==> config.mk <==
export PLATFORM = sky130hd
export DESIGN_NAME = log_index_slot_allocator_unit
export DESIGN_NICKNAME = d
export VERILOG_FILES = /design/src/hw/rtl/lisa_pkg.sv /design/src/hw/rtl/log_index_slot_allocator_unit.sv /design/src/hw/rtl/lisa_ram.sv
export SDC_FILE = /design/constraint.sdc
export NUM_CORES = 2
export LEC_CHECK = 0
export BUFFER_PORTS_ARGS = -buffer_cell sky130_fd_sc_hd__clkbuf_2
export CORE_AREA = 2 2 626 628
export CTS_BUF_LIST = sky130_fd_sc_hd__clkbuf_4
export DETAILED_ROUTE_END_ITERATION = 10
export DIE_AREA = 0 0 628 630
export SYNTH_ARGS = -nofsm -noshare
export SYNTH_HDL_FRONTEND = slang
export SYNTH_SLANG_ARGS = --single-unit
export TNS_END_PERCENT = 30
==> constraint.sdc <==
create_clock -name clock -period 6.1 [get_ports clock]
set_input_delay 1.22 -clock clock [delete_from_list [all_inputs] [get_ports clock]]
set_output_delay 1.22 -clock clock [all_outputs]
set_load 0.02 [all_outputs]
==> src/hw/rtl/lisa_pkg.sv <==
package lisa_pkg;

   localparam int SLOT_COUNT  = 32;
   localparam int SLOT_BYTES  = 256;
   localparam int INDEX_DEPTH = 32;
   localparam int HDR_BYTES   = 8;
   localparam int IDX_W       = (INDEX_DEPTH > 1) ? $clog2(INDEX_DEPTH) : 1;
   localparam int CNT_W       = $clog2(INDEX_DEPTH + 1);

   // Request codes.
   localparam logic [1:0] REQ_APPEND  = 2'd0;
   localparam logic [1:0] REQ_READ    = 2'd1;
   localparam logic [1:0] REQ_COMPACT = 2'd2;

   // Status codes.
   localparam logic [1:0] ST_OK        = 2'd0;
   localparam logic [1:0] ST_FULL      = 2'd1;
   localparam logic [1:0] ST_TOO_BIG   = 2'd2;
   localparam logic [1:0] ST_NOT_FOUND = 2'd3;

   // One index entry as stored in memory: key, seq, slot, len.
   localparam int ENTRY_W = 32 + 32 + 5 + 9;

   typedef struct packed {
      logic [31:0] key;
      logic [31:0] seq;
      logic [4:0]  slot;
      logic [8:0]  len;
   } entry_type;

   typedef struct packed {
      logic [1:0]  req_type;
      logic [31:0] key;
      logic [15:0] payload_len;
      logic [15:0] read_cap;
   } req_type_s_type;

   typedef struct packed {
      logic [1:0]  status;
      logic [4:0]  slot_no;
      logic [31:0] seq_no;
      logic [8:0]  entry_len;
      logic [5:0]  match_count;
      logic [13:0] total_bytes;
      logic [5:0]  entries_left;
      logic        last;
   } rsp_type;

endpackage

==> src/hw/rtl/log_index_slot_allocator_unit.sv <==
// Index and slot allocator of an append-only key log. A request beat is taken
// at a rising edge where start is high and busy is low, and busy stays high
// until the request is finished. Each result beat is shown for one cycle with
// rsp_valid high and cannot be held off, so the receiver must take every beat
// as it comes. An append gives its single result beat while in S_DONE, and busy
// falls at the end of that cycle. A read checks the index entries in turn, each
// with a memory read in S_RD_WAIT and then the compare in S_RD_CHK, and holds
// each match back until the next match or the end of the scan so that it can
// mark the final beat. A compact compares each entry's key against the later
// keys, one memory read per cycle, then copies the kept entries down, each with
// a read in S_P_RD and then a write in S_P_WR. Payload bytes are not handled;
// only slot numbers are.
module log_index_slot_allocator_unit (
   input  logic                     clock,
   input  logic                     reset,
   input  logic                     start,
   output logic                     busy,
   input  lisa_pkg::req_type_s_type req_data,
   output logic                     rsp_valid,
   output lisa_pkg::rsp_type        rsp_data
);

   localparam int IW = lisa_pkg::IDX_W;
   localparam int CW = lisa_pkg::CNT_W;

   typedef enum logic [3:0] {
      S_IDLE, S_APPEND, S_RD_WAIT, S_RD_CHK, S_C_I, S_C_IWAIT, S_C_J, S_C_JCHK,
      S_P_RD, S_P_WR, S_DONE
   } state_type;

   state_type state_ff, state_in;
   lisa_pkg::req_type_s_type req_ff, req_in;
   logic [lisa_pkg::SLOT_COUNT-1:0] used_ff, used_in;
   logic [CW-1:0] total_ff, total_in;
   logic [31:0] nseq_ff, nseq_in;
   logic [lisa_pkg::INDEX_DEPTH-1:0] drop_ff, drop_in;
   logic [CW-1:0] i_ff, i_in, j_ff, j_in, w_ff, w_in;
   logic [31:0] keyi_ff, keyi_in;
   logic [4:0] sloti_ff, sloti_in;
   logic [5:0] cnt_ff, cnt_in;
   logic [16:0] tot_ff, tot_in;
   lisa_pkg::rsp_type pend_ff, pend_in;
   logic pend_v_ff, pend_v_in;
   lisa_pkg::rsp_type rsp_ff, rsp_in;
   logic rv_ff, rv_in;

   // Index memory port signals.
   logic wr_en;
   logic [IW-1:0] wr_addr, rd_addr;
   lisa_pkg::entry_type wr_data, rd_data;

   lisa_ram #(.WIDTH(lisa_pkg::ENTRY_W), .DEPTH(lisa_pkg::INDEX_DEPTH)) u_index (
      .clock(clock), .wr_en(wr_en), .wr_addr(wr_addr), .wr_data(wr_data),
      .rd_addr(rd_addr), .rd_data(rd_data)
   );

   // Lowest free slot from the bitmap.
   logic [4:0] free_slot;
   logic free_found;
   always_comb begin
      free_slot = '0;
      free_found = 1'b0;
      for (int s = lisa_pkg::SLOT_COUNT - 1; s >= 0; s--) begin
         if (!used_ff[s]) begin
            free_slot = 5'(s);
            free_found = 1'b1;
         end
      end
   end

   logic [16:0] need;
   logic [16:0] sum;
   logic key_hit;
   logic fits;
   assign need = {1'b0, req_ff.payload_len} + 17'(lisa_pkg::HDR_BYTES);
   assign sum = tot_ff + 17'(rd_data.len);
   assign key_hit = (rd_data.key == req_ff.key);
   assign fits = (sum <= {1'b0, req_ff.read_cap});

   // Final beat of a read: the held match marked last, or not found.
   lisa_pkg::rsp_type final_rsp;
   always_comb begin
      if (pend_v_ff) begin
         final_rsp = pend_ff;
      end else begin
         final_rsp = '0;
         final_rsp.status = lisa_pkg::ST_NOT_FOUND;
         final_rsp.entries_left = 6'(total_ff);
      end
      final_rsp.last = 1'b1;
   end

   // Memory address and write control.
   always_comb begin
      rd_addr = i_ff[IW-1:0];
      wr_en = 1'b0;
      wr_addr = total_ff[IW-1:0];
      wr_data.key = req_ff.key;
      wr_data.seq = nseq_ff;
      wr_data.slot = free_slot;
      wr_data.len = need[8:0];
      unique case (state_ff)
         S_C_J: rd_addr = j_ff[IW-1:0];
         S_C_JCHK: rd_addr = IW'(j_ff + 1'b1);
         S_APPEND: wr_en = (need <= 17'(lisa_pkg::SLOT_BYTES))
            && (total_ff < CW'(lisa_pkg::INDEX_DEPTH)) && free_found;
         S_P_WR: begin
            wr_en = !drop_ff[i_ff[IW-1:0]];
            wr_addr = w_ff[IW-1:0];
            wr_data = rd_data;
         end
         default: ;
      endcase
   end

   assign busy = (state_ff != S_IDLE);
   assign rsp_valid = rv_ff;
   assign rsp_data = rsp_ff;

   // Next state, bookkeeping and result beat.
   always_comb begin
      state_in = state_ff;
      req_in = req_ff;
      used_in = used_ff;
      total_in = total_ff;
      nseq_in = nseq_ff;
      drop_in = drop_ff;
      i_in = i_ff;
      j_in = j_ff;
      w_in = w_ff;
      keyi_in = keyi_ff;
      sloti_in = sloti_ff;
      cnt_in = cnt_ff;
      tot_in = tot_ff;
      pend_in = pend_ff;
      pend_v_in = pend_v_ff;
      rv_in = 1'b0;
      rsp_in = '0;
      rsp_in.entries_left = 6'(total_ff);
      rsp_in.last = 1'b1;
      unique case (state_ff)
         S_IDLE: begin
            i_in = '0;
            j_in = '0;
            w_in = '0;
            cnt_in = '0;
            tot_in = '0;
            pend_v_in = 1'b0;
            drop_in = '0;
            if (start) begin
               req_in = req_data;
               unique case (req_data.req_type)
                  lisa_pkg::REQ_APPEND: state_in = S_APPEND;
                  lisa_pkg::REQ_READ: state_in = S_RD_WAIT;
                  lisa_pkg::REQ_COMPACT: state_in = S_C_I;
                  default: state_in = S_IDLE;
               endcase
            end
         end
         S_APPEND: begin
            rv_in = 1'b1;
            state_in = S_DONE;
            if (need > 17'(lisa_pkg::SLOT_BYTES)) begin
               rsp_in.status = lisa_pkg::ST_TOO_BIG;
            end else if (wr_en) begin
               used_in[free_slot] = 1'b1;
               total_in = total_ff + 1'b1;
               nseq_in = nseq_ff + 32'd1;
               rsp_in.status = lisa_pkg::ST_OK;
               rsp_in.slot_no = free_slot;
               rsp_in.seq_no = nseq_ff;
               rsp_in.entry_len = need[8:0];
               rsp_in.entries_left = 6'(total_ff + 1'b1);
            end else begin
               rsp_in.status = lisa_pkg::ST_FULL;
            end
         end
         S_RD_WAIT: begin
            // End of scan sends the held match as the last beat, or not found if none is held.
            if (i_ff >= total_ff) begin
               rv_in = 1'b1;
               rsp_in = final_rsp;
               state_in = S_DONE;
            end else begin
               state_in = S_RD_CHK;
            end
         end
         S_RD_CHK: begin
            // Data for entry i is on rd_data now.
            if (key_hit && !fits) begin
               rv_in = 1'b1;
               rsp_in = final_rsp;
               state_in = S_DONE;
            end else begin
               if (key_hit) begin
                  // A new match releases the held one, which is not last.
                  rv_in = pend_v_ff;
                  rsp_in = pend_ff;
                  pend_v_in = 1'b1;
                  pend_in.status = lisa_pkg::ST_OK;
                  pend_in.slot_no = rd_data.slot;
                  pend_in.seq_no = rd_data.seq;
                  pend_in.entry_len = rd_data.len;
                  pend_in.match_count = cnt_ff + 6'd1;
                  pend_in.total_bytes = sum[13:0];
                  pend_in.entries_left = 6'(total_ff);
                  pend_in.last = 1'b0;
                  cnt_in = cnt_ff + 6'd1;
                  tot_in = sum;
               end
               i_in = i_ff + 1'b1;
               state_in = S_RD_WAIT;
            end
         end
         S_C_I: begin
            // Outer loop: fetch key of entry i.
            if (i_ff >= total_ff) begin
               i_in = '0;
               state_in = S_P_RD;
            end else begin
               j_in = i_ff + 1'b1;
               state_in = S_C_IWAIT;
            end
         end
         S_C_IWAIT: begin
            state_in = S_C_J;
         end
         S_C_J: begin
            keyi_in = rd_data.key;
            sloti_in = rd_data.slot;
            if (j_ff >= total_ff) begin
               i_in = i_ff + 1'b1;
               state_in = S_C_I;
            end else begin
               state_in = S_C_JCHK;
            end
         end
         S_C_JCHK: begin
            // Entry j is on rd_data; entry j + 1 is being read.
            if (rd_data.key == keyi_ff) begin
               drop_in[i_ff[IW-1:0]] = 1'b1;
               used_in[sloti_ff] = 1'b0;
               i_in = i_ff + 1'b1;
               state_in = S_C_I;
            end else if (j_ff + 1'b1 >= total_ff) begin
               i_in = i_ff + 1'b1;
               state_in = S_C_I;
            end else begin
               j_in = j_ff + 1'b1;
            end
         end
         S_P_RD: begin
            if (i_ff >= total_ff) begin
               total_in = w_ff;
               rv_in = 1'b1;
               rsp_in.entries_left = 6'(w_ff);
               state_in = S_DONE;
            end else begin
               state_in = S_P_WR;
            end
         end
         S_P_WR: begin
            if (wr_en) begin
               w_in = w_ff + 1'b1;
            end
            i_in = i_ff + 1'b1;
            state_in = S_P_RD;
         end
         S_DONE: begin
            state_in = S_IDLE;
         end
         default: state_in = S_IDLE;
      endcase
   end

   // Sequencer; holds state and registered result beat.
   always_ff @(posedge clock) begin
      if (reset) begin
         state_ff <= S_IDLE;
         req_ff <= '0;
         used_ff <= '0;
         total_ff <= '0;
         nseq_ff <= 32'd1;
         drop_ff <= '0;
         i_ff <= '0;
         j_ff <= '0;
         w_ff <= '0;
         keyi_ff <= '0;
         sloti_ff <= '0;
         cnt_ff <= '0;
         tot_ff <= '0;
         pend_ff <= '0;
         pend_v_ff <= 1'b0;
         rsp_ff <= '0;
         rv_ff <= 1'b0;
      end else begin
         state_ff <= state_in;
         req_ff <= req_in;
         used_ff <= used_in;
         total_ff <= total_in;
         nseq_ff <= nseq_in;
         drop_ff <= drop_in;
         i_ff <= i_in;
         j_ff <= j_in;
         w_ff <= w_in;
         keyi_ff <= keyi_in;
         sloti_ff <= sloti_in;
         cnt_ff <= cnt_in;
         tot_ff <= tot_in;
         pend_ff <= pend_in;
         pend_v_ff <= pend_v_in;
         rsp_ff <= rsp_in;
         rv_ff <= rv_in;
      end
   end

endmodule

==> src/hw/rtl/lisa_ram.sv <==
// Single-port write, single-port read RAM with registered read data.
module lisa_ram #(
   parameter int WIDTH = 8,
   parameter int DEPTH = 32,
   parameter int AW    = (DEPTH > 1) ? $clog2(DEPTH) : 1
) (
   input  logic             clock,
   input  logic             wr_en,
   input  logic [AW-1:0]    wr_addr,
   input  logic [WIDTH-1:0] wr_data,
   input  logic [AW-1:0]    rd_addr,
   output logic [WIDTH-1:0] rd_data
);

   logic [WIDTH-1:0] mem [DEPTH];

   always_ff @(posedge clock) begin
      if (wr_en) begin
         mem[wr_addr] <= wr_data;
      end
      rd_data <= mem[rd_addr];
   end

endmodule

# Word-level counts from Yosys, hierarchy flattened
# Memories as Yosys holds them, arrays and structs flattened. A register that Yosys moved wholly into a read port is not among the register bits.
# Cells that the tools add are included.
# op_classes
addsub,8
order_cmp,13
eq_ne,26
n_mux,135
n_bitwise,6
reduce_logical,29
# op_table
operator,count
$mux W75,3
$mux W5,33
$pmux W48 S3,1
$mux W32,4
$pmux W32 S2,2
$mux W46,2
$mux W6,14
$mux W78,1
$mux W73,1
$eq A32 B32 Y1,2
$or A32 B32 Y32,2
$mux W1,44
$pmux W20 S2,1
$pmux W4 S10,1
$pmux W6 S2,3
$pmux W6 S6,1
$mux W17,2
$pmux W17 S2,1
$add A32 B1 Y32 const B,1
$and A32 B32 Y32,1
$not A32 Y32,1
$add A6 B1 Y6 const B,5
$mux W4,6
$pmux W6 S4,1
other kinds (40),84
# totals
register_bits,397
ram_bits,2496
in_bits,69
out_inout_bits,77
wordCells,249
mem_count,1
# memory_table
name,words,width,read_ports,rd_clocked_by_memory_dff,write_ports,line_no,rtl
u_index.mem,32,78,1,1,1,lisa_ram.sv:15,logic [WIDTH-1:0] mem [DEPTH];

# Longest topological paths before layout
# depth
depth_word,40
mapped_depth,19
ltp_nobuf,17

# Modules after synthesis
# Synthesis repeated with hierarchy kept, for this count alone.
# unflattened
cells_unflattened,7065
area_unflattened_um2,115587.1
# by_module_without_submodules
mod,instances,cells_per_inst,area_per_inst_um2,seq_area_each_um2
lisa_ram,1,4563,96436.2,76513.4
log_index_slot_allocator_unit,1,2502,19150.9,7947.6

# Worst setup path after synthesis
# OpenSTA, ideal clock, no wires.
# synth_path
path_kind,register -> register
start,reg req_ff[19] (netlist name)
end,mem u_index.mem[12][0] (netlist name) (enable)
setup_ps,515
t_arrival_ps,5357
required_time_ps,5585
setup_slack_ps,228
path_stages_with_launch,9
path_buffers,0
period_less_slack_ps,5872
cell_sequence,dfxtp_1 ha_1 xnor2_1 and4b_1 nand3_2 a2111o_1 a22oi_1 nand2_1 nor2_1
# synth_between
elab_chain_cells,7
# synth_rtl
item,line_no,rtl
"start, declared",log_index_slot_allocator_unit.sv:32,"lisa_pkg::req_type_s_type req_ff, req_in;"
"start signal, assigned",log_index_slot_allocator_unit.sv:298,req_ff <= req_in;
$add A16 B4 Y17,log_index_slot_allocator_unit.sv:75,"assign need = {1'b0, req_ff.payload_len} + 17'(lisa_pkg::HDR_BYTES);"
$le A17 B9 Y1,log_index_slot_allocator_unit.sv:105,S_APPEND: wr_en = (need <= 17'(lisa_pkg::SLOT_BYTES))
$logic_and A1 B1 Y1 (2 in series),log_index_slot_allocator_unit.sv:106,&& (total_ff < CW'(lisa_pkg::INDEX_DEPTH)) && free_found;
$pmux W1 S2,log_index_slot_allocator_unit.sv:102,unique case (state_ff)
$mux W1,lisa_ram.sv:18,if (wr_en) begin
$mux W1 (not written as such),lisa_ram.sv:19,mem[wr_addr] <= wr_data;
"end, declared",lisa_ram.sv:15,
# Every way passes these cells.

# Worst setup path in the final report
# layout_path
start,reg u_index.rd_data[0] (read register of u_index.mem)
end,reg rsp_ff (netlist bit rsp_data[40])
# layout_between
elab_chain_cells,6
# layout_rtl
item,line_no,rtl
"start, declared",lisa_ram.sv:12,output logic [WIDTH-1:0] rd_data
$add A17 B9 Y17,log_index_slot_allocator_unit.sv:76,assign sum = tot_ff + 17'(rd_data.len);
$le A17 B16 Y1,log_index_slot_allocator_unit.sv:78,"assign fits = (sum <= {1'b0, req_ff.read_cap});"
$logic_not A1 Y1,log_index_slot_allocator_unit.sv:190,if (key_hit && !fits) begin
$logic_and A1 B1 Y1,log_index_slot_allocator_unit.sv:190,
$mux W75,log_index_slot_allocator_unit.sv:190,
$pmux W48 S3,log_index_slot_allocator_unit.sv:141,unique case (state_ff)
"end signal, assigned",log_index_slot_allocator_unit.sv:312,rsp_ff <= rsp_in;
"end, declared",log_index_slot_allocator_unit.sv:44,"lisa_pkg::rsp_type rsp_ff, rsp_in;"
# Every way passes these cells.
# A chain may end at the register's enable or synchronous reset.

==> flow_summary.yaml <==
sta:
  hold_viol: 0
  finalSetupTns_ns: 0
  max_freq_mhz: 189
  slew_headroom: 0.0701
  timing.hold.ws_ns: 0.185
  finalCritPeriodShare: 0.866
  drv_slew: 0
  rsz0062_at_grt: "false"
  finalSetupViolCount: 0
  finClkSkew_ns: 0.160
  worst_pin_slew_ns: 1.39
  fin_crit_ns: 5.29
placed_design:
  placed_cell_area_um2: 124000
  gp_congestion: 0.821
  dp_hpwl_um: 177000
  dpl.cell_count: 11800
  port_buffers: 145
power:
  p_leak_uw: 0.0458
  switching_power_uw: 10400
  power_frac_comb: 0.075
  finalPower_uw: 42500
  pwr-share-seq: 0.541
  swShare: 0.244
  clkPwrFrac: 0.384
  internal_power_uw: 32100
  ir_drop_uv: 213
  power_density_nw_per_um2: 317
floorplanning:
  start_util: 0.299
  fp.dieW_um: 628
  die_y_um: 630
  row_count: 229
  core_area_um2: 388000
  top_level_ports: 146
  die_area_um2: 396000
grt:
  grt_pass1_wl_um: 454000
  grt_pass1_vias: 67200
  grt_start_max_net_pins: 94
  antenna_found_initial: 9
  grt_usage: 0.153
  overflow: 0
critical_path:
  crit_chain: "ha_1 -> fa_1 -> a211oi_1 -> o21bai_1 -> a21boi_2 -> nor2_1 -> xor2_1 -> ha_1 -> a2111oi_0 -> o21ai_0 -> o31ai_2 -> nand4_1 -> a21oi_1 -> nor2b_4 -> buf_4 -> a22o_1"
  max_stage_delay_ns: 0.51
  criticalPathCategory: "register to register"
  worst-path-buf-inv: 1
  crit_path_end_kind: "register"
  path_max_fanout: 33
  critical-path-top-delay-family: "compound AO/OA/AOI/OAI gates"
  timing.critical_path.mode_cell: "ha_1"
  crit_path_start_kind: "register"
  crit_arrival_ns: 6.44
  worstPathRequired_ns: 7.26
  slowest_stage: "a2111oi_0"
finish:
  final_cells: 13100
  final_common_cell: "edfxtp_1"
  final_nets: 7476
  layout_common_cells: "edfxtp_1, clkbuf_4, nand2_1, mux4_2, dfxtp_1"
  area_growth_pct: 15.5
  stdcell_area_um2: 134000
  drive_gt1_frac: 0.294
detailed_routing:
  drt_iter0_drc: 6069
  via_per_inst: 4.92
  drt_pre_antenna_iters: 6
  num_vias: 64700
  routed_wl_um: 312000
  drc: 0
  ant_nets: 0
  wl_per_cell_um: 23.7
synth:
  ys_ff_latch: 2971
  ys_types: 92
  syn-instance-count: 6619
  synth-edff-count: 2496
  async_flop_share: 0
  synthFlopType: "edfxtp_1"
  syn-num-nets: 6742
  ys_seq_area_frac: 0.727
  synth_area_per_cell_um2: 17.6
  syn_area_um2: 116000
  yosys_warnings: 0
clock_network:
  cts_buffers: 711
  cts_setup_buffers: 0
  cts_tree: "built"
  clk-insertion-delay-late_ns: 1.37
  cts_hold_buf: 48
  cts_max_path_buffers: 4
  clk_pin_slew_ns: 0.07
  cts.sinks: 2971
  clock-root-buffer: "clkbuf_4"
  cts_resized: 0
  cts_max_level: 6
run:
  timing.max_cap.violations: 0
run_status:
  status: "finished, final reports clean"
worst_hold_path:
  min_path_type: "input pin to register"
[final cells by class]
| class | instances | area (um^2) |
|---|---|---|
| Antenna cell | 8 | 20.0 |
| Clock buffer | 1033 | 7750 |
| Clock inverter | 266 | 1460 |
| Fill cell | 36900 | 254000 |
| Inverter | 63 | 238 |
| Multi-Input combinational cell | 3215 | 30200 |
| Sequential cell | 2971 | 84500 |
| Tap cell | 5197 | 6500 |
| Timing Repair Buffer | 391 | 3530 |
[power by group through the flow]
stage | Sequential [uW] | Clock, uW | Combinational (uW)
after floorplan | 23300 | 0 | 2040
after global placement | 23400 | 0 | 3090
after detailed placement | 23400 | 0 | 3180
after CTS | 23000 | 16800 | 3210
after global routing | 23000 | 17800 | 3460
final | 23000 | 16300 | 3180
[flip-flops by register name, summed over array words and instances, names as in the netlist, 6 cells and up]
signal / cells
u_index.mem: 2496
u_index.rd_data: 78
rsp_data: 75
pend_ff: 72
req_ff: 64
drop_ff: 32
keyi_ff: 32
nseq_ff: 32
used_ff: 32
tot_ff: 17
cnt_ff: 6
i_ff: 6
j_ff: 6
total_ff: 6
w_ff: 6
[logic make-up (layout without fill, tap and decap cells)]
family / Yosys count / count (layout) / share of synthesized area
simple gates: 1254 / 1254 / 0.0468
mux: 967 / 967 / 0.153
other cells: 0 / 8 / 0
compound gates: 818 / 818 / 0.0420
xor+xnor: 122 / 122 / 0.00920
flops: 2971 / 2971 / 0.727
fa+ha+maj: 54 / 54 / 0.00588
buf+inv: 433 / 1753 / 0.0163
[worst reg2reg max path: stages, from the launching register on]
cell,delay [ns]
dfxtp_1,0.34
ha_1,0.23
fa_1,0.43
a211oi_1,0.34
o21bai_1,0.18
a21boi_2,0.32
nor2_1,0.10
xor2_1,0.16
ha_1,0.32
a2111oi_0,0.51
o21ai_0,0.25
o31ai_2,0.45
nand4_1,0.18
a21oi_1,0.40
nor2b_4,0.24
buf_4,0.42
a22o_1,0.30
[worst paths after layout]
kind	from	end	slack, ns	depth (start not counted)
max	u_index.rd_data[0]$_DFF_P_	rsp_data[40]$_SDFF_PP0_	0.81	16
min	req_data[32]	req_ff[32]$_SDFFE_PP0P_	0.18	3
min reg2reg	u_index.rd_data[44]$_DFF_P_	pend_ff[66]$_SDFFE_PP0P_	0.41	2
max reg2reg	u_index.rd_data[0]$_DFF_P_	rsp_data[40]$_SDFF_PP0_	0.81	16
[metal layers]
metal	GRT usage	share of wire	up-vias
met3	0.0253	0.061	550
met5	0	0.000054	-
met1	0.195	0.41	33700
met4	0.0539	0.029	2
met2	0.264	0.50	2422
li1	-	-	28000
[synth_stat cells (46+ instances only)]
cell | count | area share
xor2_1 | 94 | 0.0071
buf_1 | 46 | 0.0015
dfxtp_1 | 475 | 0.082
buf_2 | 106 | 0.0046
mux2i_1 | 168 | 0.014
mux4_2 | 629 | 0.12
edfxtp_1 | 2496 | 0.65
clkbuf_1 | 192 | 0.0062
ha_1 | 53 | 0.0057
inv_1 | 57 | 0.0018
nor2_1 | 281 | 0.0091
o21ai_1 | 69 | 0.0030
nand2_1 | 688 | 0.022
o211ai_1 | 90 | 0.0058
o21ai_0 | 94 | 0.0040
a21oi_1 | 397 | 0.017
nand3_1 | 70 | 0.0030
mux2_2 | 170 | 0.016
[through the flow]
step / utilization / worst slack [ns]
after floorplan: - / 0.228
after global placement: 0.321 / 0.912
after detailed placement: 0.321 / 0.800
after CTS: 0.346 / 0.735
after global routing: 0.346 / 0.398
final: 0.346 / 0.815
(Power assumes the default switching activity.)
